**config.mk**
```make
export PLATFORM = sky130hd
export DESIGN_NAME = one_wire_bus_master
export DESIGN_NICKNAME = d
export VERILOG_FILES = /design/src/rtl/core/owbm_pkg.sv /design/src/rtl/core/one_wire_bus_master.sv /design/src/rtl/core/owbm_front.sv /design/src/rtl/core/owbm_exec.sv /design/src/rtl/core/owbm_outq.sv
export SDC_FILE = /design/constraint.sdc
export NUM_CORES = 1
export LEC_CHECK = 0
export BUFFER_PORTS_ARGS = -buffer_cell sky130_fd_sc_hd__buf_2
export CORE_ASPECT_RATIO = 2
export CORE_MARGIN = 2
export CORE_UTILIZATION = 60
export DETAILED_ROUTE_END_ITERATION = 8
export GPL_TIMING_DRIVEN = 1
export PLACE_DENSITY = 0.79
export REMOVE_ABC_BUFFERS = 1
export SLEW_MARGIN = 20
export SYNTH_ARGS = -nofsm -noshare
export SYNTH_HDL_FRONTEND = slang
export SYNTH_SLANG_ARGS = --single-unit
```
**constraint.sdc**
```tcl
create_clock -name i_clk -period 5.55 [get_ports i_clk]
set_input_delay 0.8325 -clock i_clk [delete_from_list [all_inputs] [get_ports i_clk]]
set_output_delay 0.8325 -clock i_clk [all_outputs]
set_load 0.01 [all_outputs]
```
**src/rtl/core/owbm_pkg.sv**
```systemverilog
// owbm_pkg: shared types and constants for the one-wire bus master.
// Command kinds, phases, configuration layout and the transaction structs.
// No dependencies.
package owbm_pkg;

    localparam int CFG_W = 10;

    typedef enum logic [1:0] {
        KIND_TICK  = 2'd0,
        KIND_RESET = 2'd1,
        KIND_WRITE = 2'd2,
        KIND_READ  = 2'd3
    } t_kind;

    typedef enum logic [2:0] {
        CFG_RESET_LOW_TIME      = 3'd0,
        CFG_RESET_RELEASE_TIME  = 3'd1,
        CFG_PRESENCE_WAIT_LIMIT = 3'd2,
        CFG_PRESENCE_LOW_LIMIT  = 3'd3,
        CFG_SHORT_LOW_TIME      = 3'd4,
        CFG_LONG_SLOT_TIME      = 3'd5,
        CFG_READ_SAMPLE_DELAY   = 3'd6,
        CFG_READ_RECOVERY_TIME  = 3'd7
    } t_cfg_idx;

    typedef enum logic [3:0] {
        PH_IDLE    = 4'd0,
        PH_RST_LOW = 4'd1,
        PH_RST_REL = 4'd2,
        PH_PRES_W  = 4'd3,
        PH_PRES_L  = 4'd4,
        PH_WR_LOW  = 4'd5,
        PH_WR_REL  = 4'd6,
        PH_RD_LOW  = 4'd7,
        PH_RD_WAIT = 4'd8,
        PH_RD_REC  = 4'd9
    } t_phase;

    typedef struct packed {
        logic [CFG_W-1:0] reset_low_time;
        logic [CFG_W-1:0] reset_release_time;
        logic [CFG_W-1:0] presence_wait_limit;
        logic [CFG_W-1:0] presence_low_limit;
        logic [CFG_W-1:0] short_low_time;
        logic [CFG_W-1:0] long_slot_time;
        logic [CFG_W-1:0] read_sample_delay;
        logic [CFG_W-1:0] read_recovery_time;
    } t_cfg;

    localparam t_cfg CFG_RESET = '{
        reset_low_time:      10'd750,
        reset_release_time:  10'd15,
        presence_wait_limit: 10'd200,
        presence_low_limit:  10'd240,
        short_low_time:      10'd2,
        long_slot_time:      10'd60,
        read_sample_delay:   10'd12,
        read_recovery_time:  10'd50
    };

    typedef struct packed {
        t_kind      kind;
        logic [7:0] data_byte;
        logic       line_level;
    } t_item;

    typedef struct packed {
        logic       drive_low;
        logic       busy_res;
        logic       done_res;
        logic       presence_ok;
        logic [7:0] read_data;
    } t_result;

    localparam logic [3:0] BITS_PER_BYTE = 4'd8;

endpackage

```
**src/rtl/core/one_wire_bus_master.sv**
```systemverilog
// one_wire_bus_master: top level; configuration registers, input queue,
// execution stage and result queue. Depends on owbm_pkg, owbm_front,
// owbm_exec, owbm_outq.
// Throughput: one transaction per cycle while the result queue has room;
// one pass of the phase machine per item; results queue as items are accepted.
// Synchronous active-low reset: queues empty, phase idle, registers at defaults.
module one_wire_bus_master #(
    parameter int TIMER_BITS = 10
) (
    input  logic                        i_clk,
    input  logic                        i_rst_n,
    input  logic                        push,
    output logic                        full,
    input  logic [1:0]                  i_kind,
    input  logic [7:0]                  i_data_byte,
    input  logic                        i_line_level,
    output logic                        empty,
    input  logic                        pop,
    output logic                        o_drive_low,
    output logic                        o_busy_res,
    output logic                        o_done_res,
    output logic                        o_presence_ok,
    output logic [7:0]                  o_read_data,
    input  logic                        i_cfg_wr_en,
    input  logic [2:0]                  i_cfg_index,
    input  logic [owbm_pkg::CFG_W-1:0]  i_cfg_data
);

    owbm_pkg::t_cfg    r_cfg;
    owbm_pkg::t_item   w_item;
    owbm_pkg::t_result w_res, w_out;
    logic              w_item_valid, w_item_ack, w_res_room, w_res_push;

    always_ff @(posedge i_clk) begin
        if (!i_rst_n) begin
            r_cfg <= owbm_pkg::CFG_RESET;
        end else if (i_cfg_wr_en) begin
            unique case (owbm_pkg::t_cfg_idx'(i_cfg_index))
                owbm_pkg::CFG_RESET_LOW_TIME:      r_cfg.reset_low_time      <= i_cfg_data;
                owbm_pkg::CFG_RESET_RELEASE_TIME:  r_cfg.reset_release_time  <= i_cfg_data;
                owbm_pkg::CFG_PRESENCE_WAIT_LIMIT: r_cfg.presence_wait_limit <= i_cfg_data;
                owbm_pkg::CFG_PRESENCE_LOW_LIMIT:  r_cfg.presence_low_limit  <= i_cfg_data;
                owbm_pkg::CFG_SHORT_LOW_TIME:      r_cfg.short_low_time      <= i_cfg_data;
                owbm_pkg::CFG_LONG_SLOT_TIME:      r_cfg.long_slot_time      <= i_cfg_data;
                owbm_pkg::CFG_READ_SAMPLE_DELAY:   r_cfg.read_sample_delay   <= i_cfg_data;
                owbm_pkg::CFG_READ_RECOVERY_TIME:  r_cfg.read_recovery_time  <= i_cfg_data;
                default: ;
            endcase
        end
    end

    owbm_front u_front (
        .i_clk        (i_clk),
        .i_rst_n      (i_rst_n),
        .push         (push),
        .full         (full),
        .i_kind       (i_kind),
        .i_data_byte  (i_data_byte),
        .i_line_level (i_line_level),
        .o_item_valid (w_item_valid),
        .o_item       (w_item),
        .i_item_ack   (w_item_ack)
    );

    owbm_exec #(
        .TIMER_BITS (TIMER_BITS)
    ) u_exec (
        .i_clk        (i_clk),
        .i_rst_n      (i_rst_n),
        .i_cfg        (r_cfg),
        .i_item_valid (w_item_valid),
        .i_item       (w_item),
        .o_item_ack   (w_item_ack),
        .i_res_room   (w_res_room),
        .o_res_push   (w_res_push),
        .o_res        (w_res)
    );

    owbm_outq u_outq (
        .i_clk      (i_clk),
        .i_rst_n    (i_rst_n),
        .i_res_push (w_res_push),
        .i_res      (w_res),
        .o_res_room (w_res_room),
        .empty      (empty),
        .pop        (pop),
        .o_res      (w_out)
    );

    assign o_drive_low   = w_out.drive_low;
    assign o_busy_res    = w_out.busy_res;
    assign o_done_res    = w_out.done_res;
    assign o_presence_ok = w_out.presence_ok;
    assign o_read_data   = w_out.read_data;

endmodule

```
**src/rtl/core/owbm_front.sv**
```systemverilog
// owbm_front: input side of the bus master; classifies transactions and holds
// them in a two-entry queue for the execution stage.
// Depends on owbm_pkg.
module owbm_front (
    input  logic                 i_clk,
    input  logic                 i_rst_n,
    input  logic                 push,
    output logic                 full,
    input  logic [1:0]           i_kind,
    input  logic [7:0]           i_data_byte,
    input  logic                 i_line_level,
    output logic                 o_item_valid,
    output owbm_pkg::t_item      o_item,
    input  logic                 i_item_ack
);

    owbm_pkg::t_item r_q0, r_q1;
    owbm_pkg::t_item w_in;
    logic [1:0]      r_cnt;
    logic            w_enq, w_deq;

    always_comb begin
        w_in.kind       = owbm_pkg::t_kind'(i_kind);
        w_in.data_byte  = i_data_byte;
        w_in.line_level = i_line_level;
    end

    assign full         = (r_cnt == 2'd2);
    assign o_item_valid = (r_cnt != 2'd0);
    assign o_item       = r_q0;
    assign w_enq        = push && !full;
    assign w_deq        = o_item_valid && i_item_ack;

    always_ff @(posedge i_clk) begin
        if (!i_rst_n) begin
            r_cnt <= 2'd0;
        end else begin
            r_cnt <= r_cnt + {1'b0, w_enq} - {1'b0, w_deq};
        end
    end

    always_ff @(posedge i_clk) begin
        if (w_deq) begin
            if (r_cnt == 2'd2) begin
                r_q0 <= r_q1;
            end else if (w_enq) begin
                r_q0 <= w_in;
            end
            if (w_enq && r_cnt == 2'd2) begin
                r_q1 <= w_in;
            end
        end else if (w_enq) begin
            if (r_cnt == 2'd0) begin
                r_q0 <= w_in;
            end else begin
                r_q1 <= w_in;
            end
        end
    end

endmodule

```
**src/rtl/core/owbm_exec.sv**
```systemverilog
// owbm_exec: execution stage of the bus master; phase machine, slot timer,
// bit counter and shift register; one transaction per cycle when the
// result queue has room. Depends on owbm_pkg.
module owbm_exec #(
    parameter int TIMER_BITS = 10
) (
    input  logic                 i_clk,
    input  logic                 i_rst_n,
    input  owbm_pkg::t_cfg       i_cfg,
    input  logic                 i_item_valid,
    input  owbm_pkg::t_item      i_item,
    output logic                 o_item_ack,
    input  logic                 i_res_room,
    output logic                 o_res_push,
    output owbm_pkg::t_result    o_res
);

    localparam int CMP_W = (TIMER_BITS > owbm_pkg::CFG_W) ? TIMER_BITS : owbm_pkg::CFG_W;
    localparam logic [TIMER_BITS-1:0] TMAX = '1;

    owbm_pkg::t_phase         r_phase, n_phase;
    logic [TIMER_BITS-1:0]    r_timer, n_timer, w_tick_t;
    logic [3:0]               r_bits, n_bits, w_bits_dec;
    logic [7:0]               r_shift, n_shift, w_rd_out;
    logic                     r_flag, n_flag;
    logic                     w_fire, w_done, w_reached, w_pres_first, w_bit;
    logic [owbm_pkg::CFG_W-1:0] w_dur;

    assign w_fire       = i_item_valid && i_res_room;
    assign o_item_ack   = w_fire;
    assign o_res_push   = w_fire;
    assign w_bit        = r_shift[0];
    assign w_bits_dec   = r_bits - 4'd1;
    assign w_tick_t     = (r_timer == TMAX) ? r_timer : r_timer + 1'b1;
    assign w_reached    = (CMP_W'(w_tick_t) >= CMP_W'(w_dur)) || (w_tick_t == TMAX);
    assign w_pres_first = (i_cfg.presence_low_limit <= 10'd1);

    always_comb begin
        unique case (r_phase)
            owbm_pkg::PH_RST_LOW: w_dur = i_cfg.reset_low_time;
            owbm_pkg::PH_RST_REL: w_dur = i_cfg.reset_release_time;
            owbm_pkg::PH_PRES_W:  w_dur = i_cfg.presence_wait_limit;
            owbm_pkg::PH_PRES_L:  w_dur = i_cfg.presence_low_limit;
            owbm_pkg::PH_WR_LOW:  w_dur = w_bit ? i_cfg.short_low_time : i_cfg.long_slot_time;
            owbm_pkg::PH_WR_REL:  w_dur = w_bit ? i_cfg.long_slot_time : i_cfg.short_low_time;
            owbm_pkg::PH_RD_LOW:  w_dur = i_cfg.short_low_time;
            owbm_pkg::PH_RD_WAIT: w_dur = i_cfg.read_sample_delay;
            owbm_pkg::PH_RD_REC:  w_dur = i_cfg.read_recovery_time;
            default:              w_dur = '0;
        endcase
    end

    // next state
    always_comb begin
        n_phase  = r_phase;
        n_timer  = r_timer;
        n_bits   = r_bits;
        n_shift  = r_shift;
        n_flag   = r_flag;
        w_done   = 1'b0;
        w_rd_out = '0;
        if (w_fire) begin
            if (r_phase == owbm_pkg::PH_IDLE) begin
                unique case (i_item.kind)
                    owbm_pkg::KIND_RESET: begin
                        n_flag  = 1'b0;
                        n_phase = owbm_pkg::PH_RST_LOW;
                        n_timer = '0;
                    end
                    owbm_pkg::KIND_WRITE: begin
                        n_shift = i_item.data_byte;
                        n_bits  = owbm_pkg::BITS_PER_BYTE;
                        n_phase = owbm_pkg::PH_WR_LOW;
                        n_timer = '0;
                    end
                    owbm_pkg::KIND_READ: begin
                        n_shift = '0;
                        n_bits  = owbm_pkg::BITS_PER_BYTE;
                        n_phase = owbm_pkg::PH_RD_LOW;
                        n_timer = '0;
                    end
                    default: ;
                endcase
            end else if (i_item.kind == owbm_pkg::KIND_TICK) begin
                n_timer = w_tick_t;
                unique case (r_phase)
                    owbm_pkg::PH_RST_LOW: begin
                        if (w_reached) begin
                            n_phase = owbm_pkg::PH_RST_REL;
                            n_timer = '0;
                        end
                    end
                    owbm_pkg::PH_RST_REL: begin
                        if (w_reached) begin
                            n_phase = owbm_pkg::PH_PRES_W;
                            n_timer = '0;
                        end
                    end
                    owbm_pkg::PH_PRES_W: begin
                        if (!i_item.line_level) begin
                            // first low sample counts toward the low limit
                            n_phase = owbm_pkg::PH_PRES_L;
                            n_timer = TIMER_BITS'(1);
                            if (w_pres_first) begin
                                n_flag = 1'b0;
                                w_done = 1'b1;
                            end
                        end else if (w_reached) begin
                            n_flag = 1'b0;
                            w_done = 1'b1;
                        end
                    end
                    owbm_pkg::PH_PRES_L: begin
                        if (i_item.line_level) begin
                            n_flag = 1'b1;
                            w_done = 1'b1;
                        end else if (w_reached) begin
                            n_flag = 1'b0;
                            w_done = 1'b1;
                        end
                    end
                    owbm_pkg::PH_WR_LOW: begin
                        if (w_reached) begin
                            n_phase = owbm_pkg::PH_WR_REL;
                            n_timer = '0;
                        end
                    end
                    owbm_pkg::PH_WR_REL: begin
                        if (w_reached) begin
                            n_shift = {1'b0, r_shift[7:1]};
                            n_bits  = w_bits_dec;
                            if (w_bits_dec == 4'd0) begin
                                w_done = 1'b1;
                            end else begin
                                n_phase = owbm_pkg::PH_WR_LOW;
                                n_timer = '0;
                            end
                        end
                    end
                    owbm_pkg::PH_RD_LOW: begin
                        if (w_reached) begin
                            n_phase = owbm_pkg::PH_RD_WAIT;
                            n_timer = '0;
                        end
                    end
                    owbm_pkg::PH_RD_WAIT: begin
                        if (w_reached) begin
                            n_shift = {i_item.line_level, r_shift[7:1]};
                            n_phase = owbm_pkg::PH_RD_REC;
                            n_timer = '0;
                        end
                    end
                    owbm_pkg::PH_RD_REC: begin
                        if (w_reached) begin
                            n_bits = w_bits_dec;
                            if (w_bits_dec == 4'd0) begin
                                w_rd_out = r_shift;
                                w_done   = 1'b1;
                            end else begin
                                n_phase = owbm_pkg::PH_RD_LOW;
                                n_timer = '0;
                            end
                        end
                    end
                    default: w_done = 1'b1;
                endcase
                if (w_done) begin
                    n_phase = owbm_pkg::PH_IDLE;
                    n_timer = '0;
                end
            end
        end
    end

    // outputs
    always_comb begin
        o_res.drive_low   = (n_phase == owbm_pkg::PH_RST_LOW) ||
                            (n_phase == owbm_pkg::PH_WR_LOW)  ||
                            (n_phase == owbm_pkg::PH_RD_LOW);
        o_res.busy_res    = (n_phase != owbm_pkg::PH_IDLE);
        o_res.done_res    = w_done;
        o_res.presence_ok = w_done && n_flag &&
                            ((r_phase == owbm_pkg::PH_PRES_W) ||
                             (r_phase == owbm_pkg::PH_PRES_L));
        o_res.read_data   = w_rd_out;
    end

    always_ff @(posedge i_clk) begin
        if (!i_rst_n) begin
            r_phase <= owbm_pkg::PH_IDLE;
            r_timer <= '0;
            r_bits  <= '0;
            r_shift <= '0;
            r_flag  <= 1'b0;
        end else begin
            r_phase <= n_phase;
            r_timer <= n_timer;
            r_bits  <= n_bits;
            r_shift <= n_shift;
            r_flag  <= n_flag;
        end
    end

endmodule

```
**src/rtl/core/owbm_outq.sv**
```systemverilog
// owbm_outq: two-entry result queue between the execution stage and the
// consumer; decouples execution from pop stalls. Depends on owbm_pkg.
module owbm_outq (
    input  logic                 i_clk,
    input  logic                 i_rst_n,
    input  logic                 i_res_push,
    input  owbm_pkg::t_result    i_res,
    output logic                 o_res_room,
    output logic                 empty,
    input  logic                 pop,
    output owbm_pkg::t_result    o_res
);

    owbm_pkg::t_result r_q0, r_q1;
    logic [1:0]        r_cnt;
    logic              w_enq, w_deq;

    assign o_res_room = (r_cnt != 2'd2);
    assign empty      = (r_cnt == 2'd0);
    assign o_res      = r_q0;
    assign w_enq      = i_res_push && o_res_room;
    assign w_deq      = pop && !empty;

    always_ff @(posedge i_clk) begin
        if (!i_rst_n) begin
            r_cnt <= 2'd0;
        end else begin
            r_cnt <= r_cnt + {1'b0, w_enq} - {1'b0, w_deq};
        end
    end

    always_ff @(posedge i_clk) begin
        if (w_deq) begin
            if (r_cnt == 2'd2) begin
                r_q0 <= r_q1;
            end else if (w_enq) begin
                r_q0 <= i_res;
            end
            if (w_enq && r_cnt == 2'd2) begin
                r_q1 <= i_res;
            end
        end else if (w_enq) begin
            if (r_cnt == 2'd0) begin
                r_q0 <= i_res;
            end else begin
                r_q1 <= i_res;
            end
        end
    end

endmodule

```
==> impl_metrics.toml <==
[floorplan]
core_sq_um = 12400
die_x_um = 83.4
die-area_sq_um = 13600
io_pins = 43
rows = 58
die_h_um = 163
start_util = 0.609

[route]
wl_met2_mm = 9.48
drtIter0Drc = 651
wl_met1_mm = 8.17
vias_per_cell = 6.32
num_vias = 6728
drt-pass1-iter-count = 7
met3_length_mm = 1.45
wl_mm = 19.9
ant_nets = 0
wl_per_cell_um = 18.7
drc = 0
highest_layer = "met4"

[synth]
synth_mux_area_frac = 0.0262
synth_flop_cell = "dfxtp_1"
yosysSeqAreaShare = 0.474
synth-edff-count = 46
synth.avg_cell_area_sq_um = 8.60
synth_top_family_by_area = "simple AND/OR/NAND/NOR gates"
synth_cell_type_count = 70
yosys.area.top_type = "dfxtp_1"
synthAdderAreaFrac = 0.0281
postSynthCellCount = 879
syn_area_sq_um = 7560
synth-xor-area-share = 0.00811
ys.warnings.count = 0
synth-compound-area-share = 0.192
yosys.area_share.simple = 0.235
async_reset_ff_frac = 0
synthTopCellsByArea = "dfxtp_1 (29%), edfxtp_1 (18%), nand2_1 (9.9%)"
synth_top_area_share = 0.291
ys_ff_latch = 156

[job]
cap_violations = 0

[timing]
worst_hold_slack_ns = 0.459
min_period_ns = 4.91
final.setup.tns_ns = 0
slew_viol_final = 0
hold_viol = 0
rsz0062_at_grt = "no"
fin_crit_sh = 0.885
slew_headroom = 0.309
worst_pin_slew_ns = 1.03
setup_viol = 0
clock.fmax_mhz = 204
clock_skew_ns = 0.0139

[pwr]
p_leak_nw = 3.25
power_per_cell_area_nw_per_um2 = 490
peakVddDrop_mv = 0.310
power_mw = 4.13

[setup_path]
crit_path_start_kind = "register"
path_cells = "clkinv_1 -> nand2_1 -> nor2_1 -> buf_4 -> a22oi_1 -> nand3_1 -> a21oi_1 -> ha_1 -> a2111oi_0 -> o21ai_1 -> o21ai_0 -> a21o_1 -> nand2_2 -> a221o_1 -> o211a_1 -> or4b_1 -> mux2_2"
crit_required_ns = 5.72
worst_setup_path_end_kind = "register"
critPathKind = "register to register"
critPathMaxFanout = 14
path_buf_inv = 2
crit_family = "compound AO/OA/AOI/OAI gates"
cp_slowest_stage_delay_ns = 0.66
cpMaxStageDelayCell = "a2111oi_0"
critPathArrivalTime_ns = 5.08

[clocking]
numCtsBuffers = 17
clkTransAtPathRegs_ns = 0.07
post_cts_resized = 0
hold_buffers = 0
cts_sinks = 156
clk_latency_ns = 0.42
cts-root-buf = "clkbuf_16"
cts_tree = "done"
cts-htree-levels = 4
cts_max_path_buffers = 2
cts_post_setup_buffers_inserted = 0

[place]
hpwl_mm = 13.9
portBuffers = 42
placed_cells = 1032
place.gp.congestion = 0.985

[global_route]
grt_max_degree = 78
grt_pass1_vias = 6376
grt-ovfl-total = 0
grt_util_all_layers = 0.295
antenna_found_initial = 0
grt_first_pass_wirelength_mm = 32.1

[finish]
fillCellCount = 1006
drive_gt1_frac = 0.131
diodes = 0
fin_cells = 1064
fin_util = 0.680
nets = 947
area.growth.synth_to_final_pct = 11.7

[min_path]
hp-class = "register to register"

[run_status]
status = "finished clean"
[synth_stat cells, drive strengths merged, types with 5 or more instances]
| master | count |
|---|---|
| nor2 | 72 |
| nor3 | 11 |
| a21o | 12 |
| a211oi | 5 |
| nor4 | 5 |
| dfxtp | 110 |
| inv | 14 |
| mux2 | 14 |
| a22oi | 27 |
| and2 | 16 |
| a311oi | 8 |
| nand2b | 8 |
| ha | 17 |
| and3 | 5 |
| a21oi | 80 |
| clkbuf | 35 |
| o21a | 5 |
| nor2b | 9 |
| buf | 19 |
| a32oi | 5 |
| nand3 | 50 |
| o21ai | 25 |
| a222oi | 10 |
| edfxtp | 46 |
| a31oi | 5 |
| nand2 | 201 |
[per-stage QoR]
step	instance area [sq um]	setup slack, ns
global route	8440	0.222
global placement	7860	0.821
finish	8440	0.639
CTS	8430	0.709
floorplan	7350	1.19
detailed placement	7860	0.733
[where the power goes]
group	total (mW)	switching (mW)	internal [mW]	leakage, nW
clock network	1.14	0.524	0.618	0.285
logic	1.47	0.922	0.546	1.63
registers	1.52	0.146	1.38	1.34
[flip-flops by register name, summed over array words and instances (netlist names)]
name,flops
u_outq.r_cnt,2
u_outq.r_q1,12
r_cfg,80
u_outq.o_res,12
u_front.o_item,11
u_front.r_cnt,2
u_exec.r_shift,8
u_front.r_q1,11
u_exec.r_timer,10
u_exec.r_bits,4
u_exec.r_phase,4
[cells by family (layout without fill, tap and decap cells)]
logic type	Yosys count	after routing
buffers and inverters	70	105
adder cells (fa/ha/maj)	17	17
XOR/XNOR	7	7
multiplexers	18	18
AND/OR/NAND/NOR	398	398
flip-flops	156	156
AO/OA/AOI/OAI	213	213
[layout make-up]
cell class,count,area (sq um),share of cell area
Clock inverter,14,120,0.0142
Clock buffer,18,450,0.0534
Sequential cell,156,3580,0.424
Timing Repair Buffer,57,323,0.0382
Inverter,16,60.1,0.00711
Multi-Input combinational cell,653,3720,0.440
Tap cell,150,188,0.0222
[layer usage]
metal	global-route usage	vias up
li1	-	3190
met1	0.384	3126
met2	0.470	355
met3	0.0532	57
met4	0.151	0
met5	0	-
[worst reg2reg max path, cell delays in order (launching register included)]
cell	delay, ns
dfxtp_1	0.58
clkinv_1	0.33
nand2_1	0.23
nor2_1	0.09
buf_4	0.18
a22oi_1	0.16
nand3_1	0.11
a21oi_1	0.14
ha_1	0.25
a2111oi_0	0.66
o21ai_1	0.14
o21ai_0	0.14
a21o_1	0.19
nand2_2	0.15
a221o_1	0.35
o211a_1	0.15
or4b_1	0.55
mux2_2	0.28
[cells in the final DEF (no fill, tap or decap), types with 5 or more instances in the layout]
| cell | count |
|---|---|
| nand2_1 | 200 |
| dfxtp_1 | 110 |
| a21oi_1 | 79 |
| nor2_1 | 70 |
| nand3_1 | 50 |
| edfxtp_1 | 46 |
| buf_2 | 42 |
| a22oi_1 | 27 |
| o21ai_0 | 21 |
| clkbuf_16 | 18 |
| ha_1 | 17 |
| and2_1 | 15 |
| buf_4 | 15 |
| mux2_2 | 14 |
| inv_1 | 13 |
| a21o_1 | 12 |
| a222oi_1 | 10 |
| nor3_1 | 10 |
| nor2b_1 | 9 |
| nand2b_1 | 8 |
| a311oi_1 | 8 |
| inv_6 | 6 |
| and3_1 | 5 |
| a32oi_1 | 5 |
| o21a_1 | 5 |
| a211oi_1 | 5 |
[path summary, 6_finish.rpt]
path | slack [ns] | cells past startpoint | end | start
hold / removal | 0.46 | 2 | r_cfg[55] | r_cfg[55]
setup reg to reg | 0.64 | 17 | u_outq.o_res[10] | u_exec.r_phase[1]
setup / recovery | 0.64 | 17 | u_outq.o_res[10] | u_exec.r_phase[1]
hold reg to reg | 0.46 | 2 | r_cfg[55] | r_cfg[55]
Note: power is estimated with default switching activity, not from simulation.
